<file path="src/rtl/tel_pkg.sv">
// shared types, codes and constants of the transaction error log table
`default_nettype none

package tel_pkg;

    // table depth and queue depth defaults
    localparam int LOG_DEPTH_DEF = 16;
    localparam int QUEUE_DEPTH   = 2;

    // count wrap point, wraps to one
    localparam logic [15:0] COUNT_MAX = 16'hFFFF;

    // command codes on the input word
    localparam logic [1:0] CMD_ADD   = 2'd0;
    localparam logic [1:0] CMD_COUNT = 2'd1;
    localparam logic [1:0] CMD_WORST = 2'd2;
    localparam logic [1:0] CMD_CLEAR = 2'd3;

    // decoded operation
    typedef enum logic [1:0] {
        OP_ADD,
        OP_COUNT,
        OP_WORST,
        OP_CLEAR
    } t_op;

    // result status codes
    typedef enum logic [1:0] {
        ST_DONE = 2'd0,
        ST_FULL = 2'd1,
        ST_OFF  = 2'd2
    } t_status;

    // engine states
    typedef enum logic [1:0] {
        ES_IDLE,
        ES_SCAN,
        ES_DONE
    } t_eng_state;

    // input word
    typedef struct packed {
        logic [1:0]  command;
        logic [7:0]  slave_address;
        logic [7:0]  function_code;
        logic [15:0] start_address;
        logic [15:0] register_quantity;
        logic [3:0]  error_kind;
    } t_in_word;

    // result word
    typedef struct packed {
        t_status     status;
        logic        found;
        logic [15:0] hit_count;
        logic [7:0]  entry_slave;
        logic [7:0]  entry_function;
        logic [15:0] entry_start;
        logic [15:0] entry_quantity;
        logic [3:0]  entry_error;
        logic [31:0] total_errors;
    } t_out_word;

    // transaction key
    typedef struct packed {
        logic [7:0]  slave;
        logic [7:0]  fcode;
        logic [15:0] start;
        logic [15:0] quantity;
    } t_key;

    // one table entry
    typedef struct packed {
        t_key        key;
        logic [15:0] count;
        logic [3:0]  err;
    } t_entry;

    // classified command between front and engine
    typedef struct packed {
        t_op        op;
        t_key       key;
        logic [3:0] err;
    } t_cmd_word;

endpackage

`default_nettype wire

</file>
<file path="src/rtl/tel_fifo.sv">
// small synchronous queue with full and empty flags
`default_nettype none

module tel_fifo #(
    parameter int DEPTH = tel_pkg::QUEUE_DEPTH,
    parameter int WIDTH = 1
) (
    input  wire logic             i_clk,
    input  wire logic             i_rst_n,
    input  wire logic             i_push,
    input  wire logic [WIDTH-1:0] i_data,
    output logic                  o_full,
    input  wire logic             i_pop,
    output logic [WIDTH-1:0]      o_data,
    output logic                  o_empty
);

    localparam int AW = (DEPTH > 1) ? $clog2(DEPTH) : 1;
    localparam int CW = $clog2(DEPTH + 1);

    logic [WIDTH-1:0] r_mem [DEPTH];
    logic [AW-1:0]    r_wp, n_wp;
    logic [AW-1:0]    r_rp, n_rp;
    logic [CW-1:0]    r_cnt, n_cnt;
    logic             push_ok;
    logic             pop_ok;

    // flags and handshakes
    assign o_full  = (r_cnt == CW'(DEPTH));
    assign o_empty = (r_cnt == '0);
    assign push_ok = i_push && !o_full;
    assign pop_ok  = i_pop && !o_empty;
    assign o_data  = r_mem[r_rp];

    // pointer and fill count update
    always_comb begin
        n_wp  = r_wp;
        n_rp  = r_rp;
        n_cnt = r_cnt;
        if (push_ok) begin
            n_wp = (r_wp == AW'(DEPTH - 1)) ? '0 : r_wp + AW'(1);
        end
        if (pop_ok) begin
            n_rp = (r_rp == AW'(DEPTH - 1)) ? '0 : r_rp + AW'(1);
        end
        if (push_ok && !pop_ok) begin
            n_cnt = r_cnt + CW'(1);
        end else if (pop_ok && !push_ok) begin
            n_cnt = r_cnt - CW'(1);
        end
    end

    // control registers
    always_ff @(posedge i_clk) begin
        if (!i_rst_n) begin
            r_wp  <= '0;
            r_rp  <= '0;
            r_cnt <= '0;
        end else begin
            r_wp  <= n_wp;
            r_rp  <= n_rp;
            r_cnt <= n_cnt;
        end
    end

    // storage
    always_ff @(posedge i_clk) begin
        if (push_ok) begin
            r_mem[r_wp] <= i_data;
        end
    end

endmodule

`default_nettype wire

</file>
<file path="src/rtl/tel_front.sv">
// front end: accepts input words, decodes the command and queues it
`default_nettype none

module tel_front (
    input  wire logic              i_clk,
    input  wire logic              i_rst_n,
    input  wire logic              push,
    output logic                   full,
    input  wire tel_pkg::t_in_word i_item,
    output logic                   o_cmd_vld,
    output tel_pkg::t_cmd_word     o_cmd,
    input  wire logic              i_cmd_pop
);

    localparam int CMD_W = $bits(tel_pkg::t_cmd_word);

    tel_pkg::t_cmd_word cmd_in;
    logic [CMD_W-1:0]   cmd_q;
    logic               cmd_empty;

    // classify the incoming word
    always_comb begin
        cmd_in.key.slave    = i_item.slave_address;
        cmd_in.key.fcode    = i_item.function_code;
        cmd_in.key.start    = i_item.start_address;
        cmd_in.key.quantity = i_item.register_quantity;
        cmd_in.err          = i_item.error_kind;
        unique case (i_item.command)
            tel_pkg::CMD_ADD:   cmd_in.op = tel_pkg::OP_ADD;
            tel_pkg::CMD_COUNT: cmd_in.op = tel_pkg::OP_COUNT;
            tel_pkg::CMD_WORST: cmd_in.op = tel_pkg::OP_WORST;
            tel_pkg::CMD_CLEAR: cmd_in.op = tel_pkg::OP_CLEAR;
            default:            cmd_in.op = tel_pkg::OP_ADD;
        endcase
    end

    // command queue toward the engine
    tel_fifo #(
        .DEPTH (tel_pkg::QUEUE_DEPTH),
        .WIDTH (CMD_W)
    ) u_cmd_q (
        .i_clk   (i_clk),
        .i_rst_n (i_rst_n),
        .i_push  (push),
        .i_data  (cmd_in),
        .o_full  (full),
        .i_pop   (i_cmd_pop),
        .o_data  (cmd_q),
        .o_empty (cmd_empty)
    );

    assign o_cmd_vld = !cmd_empty;
    assign o_cmd     = tel_pkg::t_cmd_word'(cmd_q);

endmodule

`default_nettype wire

</file>
<file path="src/rtl/tel_engine.sv">
// back end: table memory, sequential scan and result formation
`default_nettype none

module tel_engine #(
    parameter int LOG_DEPTH = tel_pkg::LOG_DEPTH_DEF
) (
    input  wire logic               i_clk,
    input  wire logic               i_rst_n,
    input  wire logic               i_cfg_we,
    input  wire logic               i_cfg_wdata,
    input  wire logic               i_cmd_vld,
    input  wire tel_pkg::t_cmd_word i_cmd,
    output logic                    o_cmd_pop,
    output logic                    o_res_push,
    output tel_pkg::t_out_word      o_res,
    input  wire logic               i_res_full
);

    localparam int IW = (LOG_DEPTH > 1) ? $clog2(LOG_DEPTH) : 1;
    localparam int CW = $clog2(LOG_DEPTH + 1);

    tel_pkg::t_entry     r_mem [LOG_DEPTH];
    tel_pkg::t_entry     r_q;

    tel_pkg::t_eng_state r_state, n_state;
    logic [CW-1:0]       r_used, n_used;
    logic [31:0]         r_total, n_total;
    logic                r_log_enable;
    logic [CW-1:0]       r_issue, n_issue;
    logic                r_dv, n_dv;
    logic [IW-1:0]       r_didx, n_didx;
    tel_pkg::t_op        r_op, n_op;
    tel_pkg::t_key       r_key, n_key;
    logic [3:0]          r_err, n_err;
    tel_pkg::t_entry     r_best, n_best;
    logic                r_best_vld, n_best_vld;
    tel_pkg::t_out_word  r_res, n_res;

    logic                mem_we;
    logic [IW-1:0]       mem_wa;
    tel_pkg::t_entry     mem_wd;
    logic                mem_re;
    logic [IW-1:0]       mem_ra;
    logic                scan_rd;
    logic [15:0]         bump_count;

    // result word naming an entry
    function automatic tel_pkg::t_out_word f_report(input tel_pkg::t_entry e,
                                                    input logic [31:0] tot);
        tel_pkg::t_out_word w;
        w                = '0;
        w.status         = tel_pkg::ST_DONE;
        w.found          = 1'b1;
        w.hit_count      = e.count;
        w.entry_slave    = e.key.slave;
        w.entry_function = e.key.fcode;
        w.entry_start    = e.key.start;
        w.entry_quantity = e.key.quantity;
        w.entry_error    = e.err;
        w.total_errors   = tot;
        return w;
    endfunction

    // result word with no entry
    function automatic tel_pkg::t_out_word f_blank(input tel_pkg::t_status st,
                                                   input logic [31:0] tot);
        tel_pkg::t_out_word w;
        w              = '0;
        w.status       = st;
        w.total_errors = tot;
        return w;
    endfunction

    assign scan_rd    = (r_state == tel_pkg::ES_SCAN) && (r_issue < r_used);
    assign bump_count = (r_q.count != tel_pkg::COUNT_MAX) ? r_q.count + 16'd1 : 16'd1;

    // sequencer: next state, memory access and result
    always_comb begin
        n_state    = r_state;
        n_used     = r_used;
        n_total    = r_total;
        n_issue    = r_issue;
        n_dv       = 1'b0;
        n_didx     = r_didx;
        n_op       = r_op;
        n_key      = r_key;
        n_err      = r_err;
        n_best     = r_best;
        n_best_vld = r_best_vld;
        n_res      = r_res;
        mem_we     = 1'b0;
        mem_wa     = r_used[IW-1:0];
        mem_wd     = '0;
        mem_re     = 1'b0;
        mem_ra     = r_issue[IW-1:0];
        o_cmd_pop  = 1'b0;
        o_res_push = 1'b0;

        unique case (r_state)
            tel_pkg::ES_IDLE: begin
                if (i_cmd_vld) begin
                    o_cmd_pop  = 1'b1;
                    n_op       = i_cmd.op;
                    n_key      = i_cmd.key;
                    n_err      = i_cmd.err;
                    n_issue    = '0;
                    n_best_vld = 1'b0;
                    unique case (i_cmd.op)
                        tel_pkg::OP_ADD: begin
                            n_total = r_total + 32'd1;
                            if (r_used >= CW'(LOG_DEPTH)) begin
                                n_res   = f_blank(tel_pkg::ST_FULL, n_total);
                                n_state = tel_pkg::ES_DONE;
                            end else if (!r_log_enable) begin
                                n_res   = f_blank(tel_pkg::ST_OFF, n_total);
                                n_state = tel_pkg::ES_DONE;
                            end else begin
                                n_state = tel_pkg::ES_SCAN;
                            end
                        end
                        tel_pkg::OP_COUNT,
                        tel_pkg::OP_WORST: begin
                            if (r_used == '0) begin
                                n_res   = f_blank(tel_pkg::ST_DONE, r_total);
                                n_state = tel_pkg::ES_DONE;
                            end else begin
                                n_state = tel_pkg::ES_SCAN;
                            end
                        end
                        tel_pkg::OP_CLEAR: begin
                            n_used  = '0;
                            n_total = '0;
                            n_res   = f_blank(tel_pkg::ST_DONE, 32'd0);
                            n_state = tel_pkg::ES_DONE;
                        end
                        default: n_state = tel_pkg::ES_IDLE;
                    endcase
                end
            end

            tel_pkg::ES_SCAN: begin
                // issue the next read while checking the previous one
                if (scan_rd) begin
                    mem_re  = 1'b1;
                    n_dv    = 1'b1;
                    n_didx  = r_issue[IW-1:0];
                    n_issue = r_issue + CW'(1);
                end
                if (r_dv) begin
                    unique case (r_op)
                        tel_pkg::OP_ADD: begin
                            if (r_q.key == r_key) begin
                                mem_we       = 1'b1;
                                mem_wa       = r_didx;
                                mem_wd.key   = r_q.key;
                                mem_wd.count = bump_count;
                                mem_wd.err   = r_err;
                                n_res        = f_report(mem_wd, r_total);
                                n_state      = tel_pkg::ES_DONE;
                            end
                        end
                        tel_pkg::OP_COUNT: begin
                            if (r_q.key.start == r_key.start) begin
                                n_res   = f_report(r_q, r_total);
                                n_state = tel_pkg::ES_DONE;
                            end
                        end
                        tel_pkg::OP_WORST: begin
                            if (!r_best_vld || (r_q.count > r_best.count)) begin
                                n_best     = r_q;
                                n_best_vld = 1'b1;
                            end
                        end
                        default: n_state = tel_pkg::ES_SCAN;
                    endcase
                end else if (!scan_rd) begin
                    // every used entry seen
                    n_state = tel_pkg::ES_DONE;
                    unique case (r_op)
                        tel_pkg::OP_ADD: begin
                            mem_we       = 1'b1;
                            mem_wa       = r_used[IW-1:0];
                            mem_wd.key   = r_key;
                            mem_wd.count = 16'd0;
                            mem_wd.err   = r_err;
                            n_used       = r_used + CW'(1);
                            n_res        = f_report(mem_wd, r_total);
                        end
                        tel_pkg::OP_WORST: n_res = f_report(r_best, r_total);
                        tel_pkg::OP_COUNT: n_res = f_blank(tel_pkg::ST_DONE, r_total);
                        default:           n_res = f_blank(tel_pkg::ST_DONE, r_total);
                    endcase
                end
            end

            tel_pkg::ES_DONE: begin
                if (!i_res_full) begin
                    o_res_push = 1'b1;
                    n_state    = tel_pkg::ES_IDLE;
                end
            end

            default: n_state = tel_pkg::ES_IDLE;
        endcase
    end

    assign o_res = r_res;

    // control registers
    always_ff @(posedge i_clk) begin
        if (!i_rst_n) begin
            r_state      <= tel_pkg::ES_IDLE;
            r_used       <= '0;
            r_total      <= '0;
            r_log_enable <= 1'b0;
            r_dv         <= 1'b0;
            r_best_vld   <= 1'b0;
        end else begin
            r_state    <= n_state;
            r_used     <= n_used;
            r_total    <= n_total;
            r_dv       <= n_dv;
            r_best_vld <= n_best_vld;
            if (i_cfg_we) begin
                r_log_enable <= i_cfg_wdata;
            end
        end
    end

    // working registers
    always_ff @(posedge i_clk) begin
        r_issue <= n_issue;
        r_didx  <= n_didx;
        r_op    <= n_op;
        r_key   <= n_key;
        r_err   <= n_err;
        r_best  <= n_best;
        r_res   <= n_res;
    end

    // table memory, registered read
    always_ff @(posedge i_clk) begin
        if (mem_we) begin
            r_mem[mem_wa] <= mem_wd;
        end
        if (mem_re) begin
            r_q <= r_mem[mem_ra];
        end
    end

    // fill count never passes the table depth
    a_used_bound: assert property (@(posedge i_clk) disable iff (!i_rst_n)
        r_used <= CW'(LOG_DEPTH))
        else $error("fill count beyond table depth");

    // clear empties the table and the total
    a_clear: assert property (@(posedge i_clk) disable iff (!i_rst_n)
        (r_state == tel_pkg::ES_IDLE && i_cmd_vld && i_cmd.op == tel_pkg::OP_CLEAR)
        |=> (r_used == '0 && r_total == '0))
        else $error("clear left state behind");

    // every taken add bumps the total by one
    a_total_bump: assert property (@(posedge i_clk) disable iff (!i_rst_n)
        (r_state == tel_pkg::ES_IDLE && i_cmd_vld && i_cmd.op == tel_pkg::OP_ADD)
        |=> (r_total == $past(r_total) + 32'd1))
        else $error("total not bumped on add");

    // an append grows the table by exactly one entry
    a_append: assert property (@(posedge i_clk) disable iff (!i_rst_n)
        (r_state == tel_pkg::ES_SCAN && r_op == tel_pkg::OP_ADD && !r_dv && !scan_rd)
        |=> (r_used == $past(r_used) + CW'(1)))
        else $error("append did not grow the table");

    // a result leaves only from the done state
    a_push_done: assert property (@(posedge i_clk) disable iff (!i_rst_n)
        o_res_push |=> (r_state == tel_pkg::ES_IDLE))
        else $error("result push outside done state");

endmodule

`default_nettype wire

</file>
<file path="src/rtl/transaction_error_log_table.sv">
// Transaction error log table, top level.
// Input channel: a command word is taken when push is high and full is low;
// the front decodes it into a two-word command queue, so up to two commands
// can wait while the engine works. Result channel: while empty is low the
// oldest result word is on o_result and leaves when pop is high; a two-word
// result queue lets the engine finish the next command while a result waits.
// Configuration: i_cfg_we with i_cfg_wdata writes the log enable bit.
// Scanning: add, count lookup and worst report scan the used entries through
// the table memory's single read port, one entry a cycle. Refused adds,
// clear and queries on an empty table go straight to the result without a
// scan. One command is in the engine at a time; the next queued command
// starts in the cycle after the previous result leaves the engine.
// Reset: synchronous, active low; empties both queues, the table fill count
// and the total, and turns logging off. Table contents are not cleared; only
// entries below the fill count are ever read.
// Stalls: when the result queue is full the engine holds its finished result,
// then the command queue fills and full rises.
`default_nettype none

module transaction_error_log_table #(
    parameter int LOG_DEPTH = tel_pkg::LOG_DEPTH_DEF
) (
    input  wire logic              i_clk,
    input  wire logic              i_rst_n,
    input  wire logic              push,
    output logic                   full,
    input  wire tel_pkg::t_in_word i_item,
    output logic                   empty,
    input  wire logic              pop,
    output tel_pkg::t_out_word     o_result,
    input  wire logic              i_cfg_we,
    input  wire logic              i_cfg_wdata
);

    localparam int RES_W = $bits(tel_pkg::t_out_word);

    logic               cmd_vld;
    tel_pkg::t_cmd_word cmd;
    logic               cmd_pop;
    logic               res_push;
    tel_pkg::t_out_word res;
    logic               res_full;
    logic [RES_W-1:0]   res_q;

    // front: accept and decode
    tel_front u_front (
        .i_clk     (i_clk),
        .i_rst_n   (i_rst_n),
        .push      (push),
        .full      (full),
        .i_item    (i_item),
        .o_cmd_vld (cmd_vld),
        .o_cmd     (cmd),
        .i_cmd_pop (cmd_pop)
    );

    // back: table engine
    tel_engine #(
        .LOG_DEPTH (LOG_DEPTH)
    ) u_engine (
        .i_clk       (i_clk),
        .i_rst_n     (i_rst_n),
        .i_cfg_we    (i_cfg_we),
        .i_cfg_wdata (i_cfg_wdata),
        .i_cmd_vld   (cmd_vld),
        .i_cmd       (cmd),
        .o_cmd_pop   (cmd_pop),
        .o_res_push  (res_push),
        .o_res       (res),
        .i_res_full  (res_full)
    );

    // result queue
    tel_fifo #(
        .DEPTH (tel_pkg::QUEUE_DEPTH),
        .WIDTH (RES_W)
    ) u_res_q (
        .i_clk   (i_clk),
        .i_rst_n (i_rst_n),
        .i_push  (res_push),
        .i_data  (res),
        .o_full  (res_full),
        .i_pop   (pop),
        .o_data  (res_q),
        .o_empty (empty)
    );

    assign o_result = tel_pkg::t_out_word'(res_q);

endmodule

`default_nettype wire
</file>
<file path="config.mk">
export PLATFORM = sky130hd
export DESIGN_NAME = transaction_error_log_table
export DESIGN_NICKNAME = d
export VERILOG_FILES = /design/src/rtl/tel_pkg.sv /design/src/rtl/tel_fifo.sv /design/src/rtl/tel_front.sv /design/src/rtl/tel_engine.sv /design/src/rtl/transaction_error_log_table.sv
export SDC_FILE = /design/constraint.sdc
export NUM_CORES = 2
export LEC_CHECK = 0
export CAP_MARGIN = 20
export CORE_MARGIN = 4
export CORE_UTILIZATION = 32
export CTS_CLUSTER_DIAMETER = 120
export DETAILED_ROUTE_END_ITERATION = 16
export DONT_BUFFER_PORTS = 1
export GPL_TIMING_DRIVEN = 0
export PLACE_DENSITY_LB_ADDON = 0.15
export SETUP_SLACK_MARGIN = 0.2
export SLEW_MARGIN = 30
export SYNTH_ARGS = -nofsm -noshare
export SYNTH_HDL_FRONTEND = slang
export SYNTH_HIERARCHICAL = 1
export SYNTH_SLANG_ARGS = --single-unit
</file>
<file path="constraint.sdc">
create_clock -name i_clk -period 19.7 [get_ports i_clk]
set_input_delay 0.985 -clock i_clk [delete_from_list [all_inputs] [get_ports i_clk]]
set_output_delay 0.985 -clock i_clk [all_outputs]
set_load 0.03 [all_outputs]
</file>
# Word level (Yosys, flattened, before mapping)
# Memories as Yosys holds them, arrays and structs flattened. A register that Yosys moved wholly into a read port is not among the register bits.
# Cells that the tools add are included.
[word_totals]
ramBits = 1402
wordCells = 207
mem_count = 3
regBits = 284
in_bits = 60
output_inout_bits = 105
[op_classes]
n_eq_ne = 32
reduce_logical = 40
n_mux = 81
n_bitwise = 1
addsub = 12
magnitude_cmp = 3
[memory_table]
columns = ["memory", "depth", "width", "rd", "rd_ports_with_merged_regs", "wr", "line", "text"]
rows = [
  ["u_engine.r_mem", 16, 68, 1, 1, 1, "tel_engine.sv:22", "tel_pkg::t_entry r_mem [LOG_DEPTH];"],
  ["u_res_q.r_mem", 2, 103, 1, 1, 1, "tel_fifo.sv:21", "logic [WIDTH-1:0] r_mem [DEPTH];"],
  ["u_front.u_cmd_q.r_mem", 2, 54, 1, 1, 1, "tel_fifo.sv:21", ""],
]
[op_table]
columns = ["op", "count"]
rows = [
  ["two-way mux 103 bit", 8],
  ["one-hot mux 103 bit (2 select lines)", 2],
  ["two-way mux 68 bit", 6],
  ["one-hot mux 103 bit (3 select lines)", 1],
  ["one-hot mux 101 bit (2 select lines)", 1],
  ["one-hot mux 32 bit (2 select lines)", 1],
  ["== test 48 bit", 1],
  ["two-way mux 5 bit", 7],
  ["adder 32 x 1 -> 32 bit (second input constant)", 1],
  ["two-way mux 1 bit", 30],
  ["two-way mux 2 bit", 13],
  ["one-hot mux 5 bit (2 select lines)", 2],
  ["one-hot mux 2 bit (3 select lines)", 3],
  ["adder 16 x 1 -> 16 bit (second input constant)", 1],
  ["== test 16 bit", 1],
  ["== test 2 bit (second input constant)", 8],
  ["greater-than comparator 16 bit", 1],
  ["two-way mux 16 bit", 1],
  ["two-way mux 4 bit", 4],
  ["inequality test 16 bit (second input constant)", 1],
  ["inequality test 2 bit (second input constant)", 8],
  ["inequality test 4 bit (second input constant)", 4],
  ["zero test 2 bit", 6],
  ["AND reduction 6 bit", 2],
  ["other kinds (24)", 56],
]

# Longest topological paths before layout
[depth]
word_depth = 8
ltp_mapped = 12
ltp_nobuf = 9

# By module
# Netlist, hierarchy kept.
[modules_own_cells]
columns = ["module", "area_each_um2", "cells_each", "n_inst"]
rows = [
  ["tel_engine", 56714.4, 2881, 1],
  ["tel_fifo at u_res_q", 7681.1, 345, 1],
  ["tel_fifo at u_front.u_cmd_q", 4127.7, 193, 1],
  ["tel_front", 11.3, 3, 1],
]

# Least setup slack after synthesis
# No wires, ideal clock.
[synth_path]
path_kind = "register to register"
from = "reg (tool-made name)"
to = "reg u_engine.r_res, in the netlist u_engine/o_res[0] (enable)"
stages_incl_launch_ff = 10
synth_period_minus_slack_ps = 10094
arrival_time_ps = 9382
path_slack_ps = 9606
n_path_buf = 2
cell_sequence = "dfxtp_1 buf_2 buf_4 mux2_2 inv_1 ha_1 nor2b_1 a2111oi_0 a21oi_1 nor3b_1"
[synth_lines]
columns = ["item", "line", "text"]
rows = [
  ["to (signal assigned)", "tel_engine.sv:238", "r_res <= n_res;"],
  ["to (decl)", "tel_engine.sv:37", "tel_pkg::t_out_word r_res, n_res;"],
]

# Final worst setup path
[layout_path]
from = "reg u_engine.r_used[2]"
to = "reg u_engine.r_res, in the netlist u_engine/o_res[60] (enable)"
[layout_between]
elab_chain_len = 4
word_cells_on_any_way = 8
cone_classes = "order compare: 2; eq/ne: 3; reduce/logical: 3"
[layout_lines]
columns = ["item", "line", "text"]
rows = [
  ["from (decl)", "tel_engine.sv:26", "logic [CW-1:0] r_used, n_used;"],
  ["from (signal assigned)", "tel_engine.sv:220", "r_used <= n_used;"],
  ["< comparator 5 bit", "tel_engine.sv:74", "assign scan_rd = (r_state == tel_pkg::ES_SCAN) && (r_issue < r_used);"],
  ["logical AND 1 bit", "tel_engine.sv:74", ""],
  ["inequality test 3 x 2 -> 1 bit (no line)", "n/a", ""],
  ["AND reduction 8 bit (no line) *", "n/a", ""],
]
# Mark *: on every way between the ends. The rest lies on a longest branch, timed or not.
# A chain may end at the register's enable or synchronous reset.

==> flow_summary_export.csv <==
group,metric,value,unit
status,status,"complete, no violations",
logic_synthesis,synthFlopType,"edfxtp_1",
drt,drt_iter0_drc,3494,
place,port_buffers,0,
floorplanning,start_util,0.322,
logic_synthesis,synth.most_common_cell,"edfxtp_1",
critical_path,end_kind,"flop",
grt,grt_max_degree,54,
logic_synthesis,yosysSeqAreaShare,0.762,
floorplanning,dieArea,222000,µm²
min_path,hold_path_class,"in2reg",
final_layout,syn_to_final_growth,18.9,%
floorplanning,row_count,169,
grt,grt_pass1_wl,274000,µm
critical_path,worstSetupPathType,"reg2reg",
min_path,min_to,"u_front/u_cmd_q/r_mem[1][12]$_DFFE_PP_",
clocking,ctsResizeCount,0,
critical_path,crit_fanout,10,
job,cap_violations,0,
logic_synthesis,synth_top_area_frac,0.747,
critical_path,worstReg2RegStart,"u_engine/r_used[2]$_SDFFE_PN0P_",
sta,setup_viol,0,
drt,wl,194000,µm
floorplanning,fp.dieH,471,µm
logic_synthesis,syn_area,68500,µm²
grt,antenna_found_initial,10,
min_path,min_from,"i_item[12]",
min_path,worstHoldPathCells,0,
sta,final_hold_viol_count,0,
sta,fin_worst_skew,0.0297,ns
clocking,htree_levels,4,
clocking,clk_pin_slew_worst_paths,0.06,ns
sta,slew_violations,0,
logic_synthesis,synthTopCellsByArea,"edfxtp_1, mux4_2, mux2_2",
logic_synthesis,synth_nets,3512,
clocking,cts_buffers,180,
power,power.density,124,nW/µm²
critical_path,cp.arrival,5.60,ns
critical_path,r2r_end,"u_engine/o_res[60]$_SDFFCE_PN0P_",
sta,min_period,5.09,ns
sta,fin_setup_tns,0,ns
drt,via_per_inst,5.13,
sta,fmax,197,MHz
clocking,clock_path_buffers,3,
logic_synthesis,async_flop_share,0,
critical_path,worst_r2r_path_depth,18,
final_layout,post-route-util,0.383,
drt,dr_total_vias,34600,
clocking,cts_num_sinks,1756,
critical_path,r2r_slack,14.61,ns
clocking,cts_tree,"built",
clocking,postCtsSetupBuffers,0,
critical_path,startpoint,"u_engine/r_used[2]$_SDFFE_PN0P_",
grt,globalRouteTotalUtil,0.173,
drt,post_drt_wl_per_cell,28.8,µm
clocking,root_buffer,"clkbuf_16",
logic_synthesis,synthTopCellsByCount,"edfxtp_1, mux4_2, nor2_1",
critical_path,cp-start-kind,"flop",
final_layout,fin_nets,3853,
logic_synthesis,syn_inst,3422,
sta,rsz0062_at_grt,"false",
logic_synthesis,syn_area_per_cell,20.0,µm²
logic_synthesis,synth_largest_area_cell,"edfxtp_1",
logic_synthesis,synth_seq_cells,1756,
clocking,cts_hold_buffers,0,
power,ir_drop,0.0000743,V
drt,ant_nets,0,
place,gp_congestion,0.802,
floorplanning,ios,165,
drt,drc,0,
logic_synthesis,synth_warnings,6,
sta,period_share,0.258,
floorplanning,core_area,213000,µm²
final_layout,drive_gt1_frac,0.267,
grt,grt_pass1_vias,34800,
drt,dr.pass1.iters,6,
place,hpwl,136000,µm
logic_synthesis,netlist-cell-type-count,67,
critical_path,cp_data_required_time,20.21,ns
grt,grt-ovfl-total,0,
sta,worst_pin_slew,1.03,ns
clocking,clk-insertion-delay-late,0.81,ns
sta,slew_headroom,0.310,
logic_synthesis,synth-edff-count,1704,
power,p_leak,23.4,nW
floorplanning,die_w,471,µm
power,total_power,10.1,mW
==> where the power goes <==
part           switching, mW  internal, mW  total [mW]
clock network           1.43          1.98        3.41
registers              0.184          4.47        4.65
logic                   1.32         0.696        2.02
==> cell usage in the layout, fill, tap and decap left out, types with 16 or more instances in the layout <==
cell type	instances
edfxtp_1	1704
mux4_2	340
clkbuf_16	184
clkbuf_1	135
mux2_2	112
o21ai_0	105
nand2_1	99
nor2_1	94
a22oi_1	76
buf_16	75
mux2_1	70
inv_1	59
dfxtp_1	52
buf_8	47
xor2_1	46
buf_2	44
nor2_2	43
a21oi_1	41
xnor2_1	37
clkinv_1	36
buf_4	32
nand3_1	32
ha_1	30
clkinv_2	28
nand4_1	27
clkbuf_2	26
or3_1	26
buf_6	21
bufinv_16	20
a222oi_1	18
and3_1	16
a22o_1	16
a21oi_4	16
==> state kept, by name, summed over array words and instances, names as in the netlist, 2 cells and up, named ones only <==
name                   count
u_engine/r_issue           5
u_engine/r_used            5
u_engine/r_op              2
u_engine/r_best           68
u_engine/o_res           103
u_engine/r_key            48
u_engine/r_q              68
u_res_q/r_mem            206
u_front/u_cmd_q/r_cnt      2
u_engine/r_total          32
u_engine/r_err             4
u_res_q/r_cnt              2
u_engine/r_state           2
u_front/u_cmd_q/r_mem    108
u_engine/r_didx            4
u_engine/r_mem          1088
==> worst max path at each step <==
stage                                             endpoint  slack (ns)  depth (start not counted)
final                     u_engine/o_res[60]$_SDFFCE_PN0P_       14.61                         18
after global routing      u_engine/o_res[60]$_SDFFCE_PN0P_       14.29                         18
after CTS                 u_engine/o_res[60]$_SDFFCE_PN0P_       14.62                         18
after detailed placement  u_engine/o_res[58]$_SDFFCE_PN0P_       14.63                         18
after global placement    u_engine/o_res[63]$_SDFFCE_PN0P_        3.50                          9
after floorplan                u_engine/o_res[0]$_DFFE_PP_        9.61                          9
==> metrics by stage <==
step                      hold slack (ns)  cells  setup WS, ns  instance area [µm²]
after floorplan                     0.421   3422          9.61                68500
after global placement              0.422   6243          3.50                72100
after detailed placement            0.429   6402         14.63                75500
after CTS                           0.181   6732         14.62                81400
after global routing                0.207   6733         14.29                81500
final                               0.272   6741         14.61                81500
==> worst max-delay path, cell delays in order, from the launching register on <==
cell	delay (ns)
dfxtp_1	0.30
clkbuf_1	0.31
inv_1	0.17
ha_1	0.33
a21o_1	0.10
a31oi_1	0.04
o21ai_0	0.60
clkbuf_1	0.47
o32ai_1	0.18
nor2b_1	0.27
nor3b_2	0.51
buf_4	0.26
buf_4	0.17
buf_4	0.18
buf_4	0.18
buf_4	0.18
buf_6	0.15
buf_4	0.18
buf_4	0.19
==> area by class of cell <==
type                    instances  area (µm²)
fillers                     19300      131000
flip-flops and latches       1756       52200
multi-input cells            1421       15700
clock buffers                 227        4790
well taps                    2821        3530
repair buffers                159        3100
clock inverters               103        1080
plain buffers                 181         853
inverters                      64         253
diodes                          9        22.5
==> cell families (layout without fill, tap and decap cells) <==
kind of cell | Yosys count | count (layout) | synth area share
flops | 1756 | 1756 | 0.762
mux | 524 | 524 | 0.142
simple gates | 450 | 450 | 0.0332
compound gates | 334 | 334 | 0.0315
buf+inv | 245 | 734 | 0.0154
xor+xnor | 83 | 83 | 0.0106
fa+ha+maj | 30 | 30 | 0.00548
other cells | 0 | 9 | 0
==> layer usage <==
layer / GRT usage / share of wire / up-vias
met2: 0.279 / 0.48 / 1064
met3: 0.0313 / 0.058 / 227
met5: 0 / 0 / -
met1: 0.244 / 0.44 / 18600
met4: 0.0435 / 0.022 / 0
li1: - / - / 14700
Note: power is estimated with default switching activity, not from simulation.
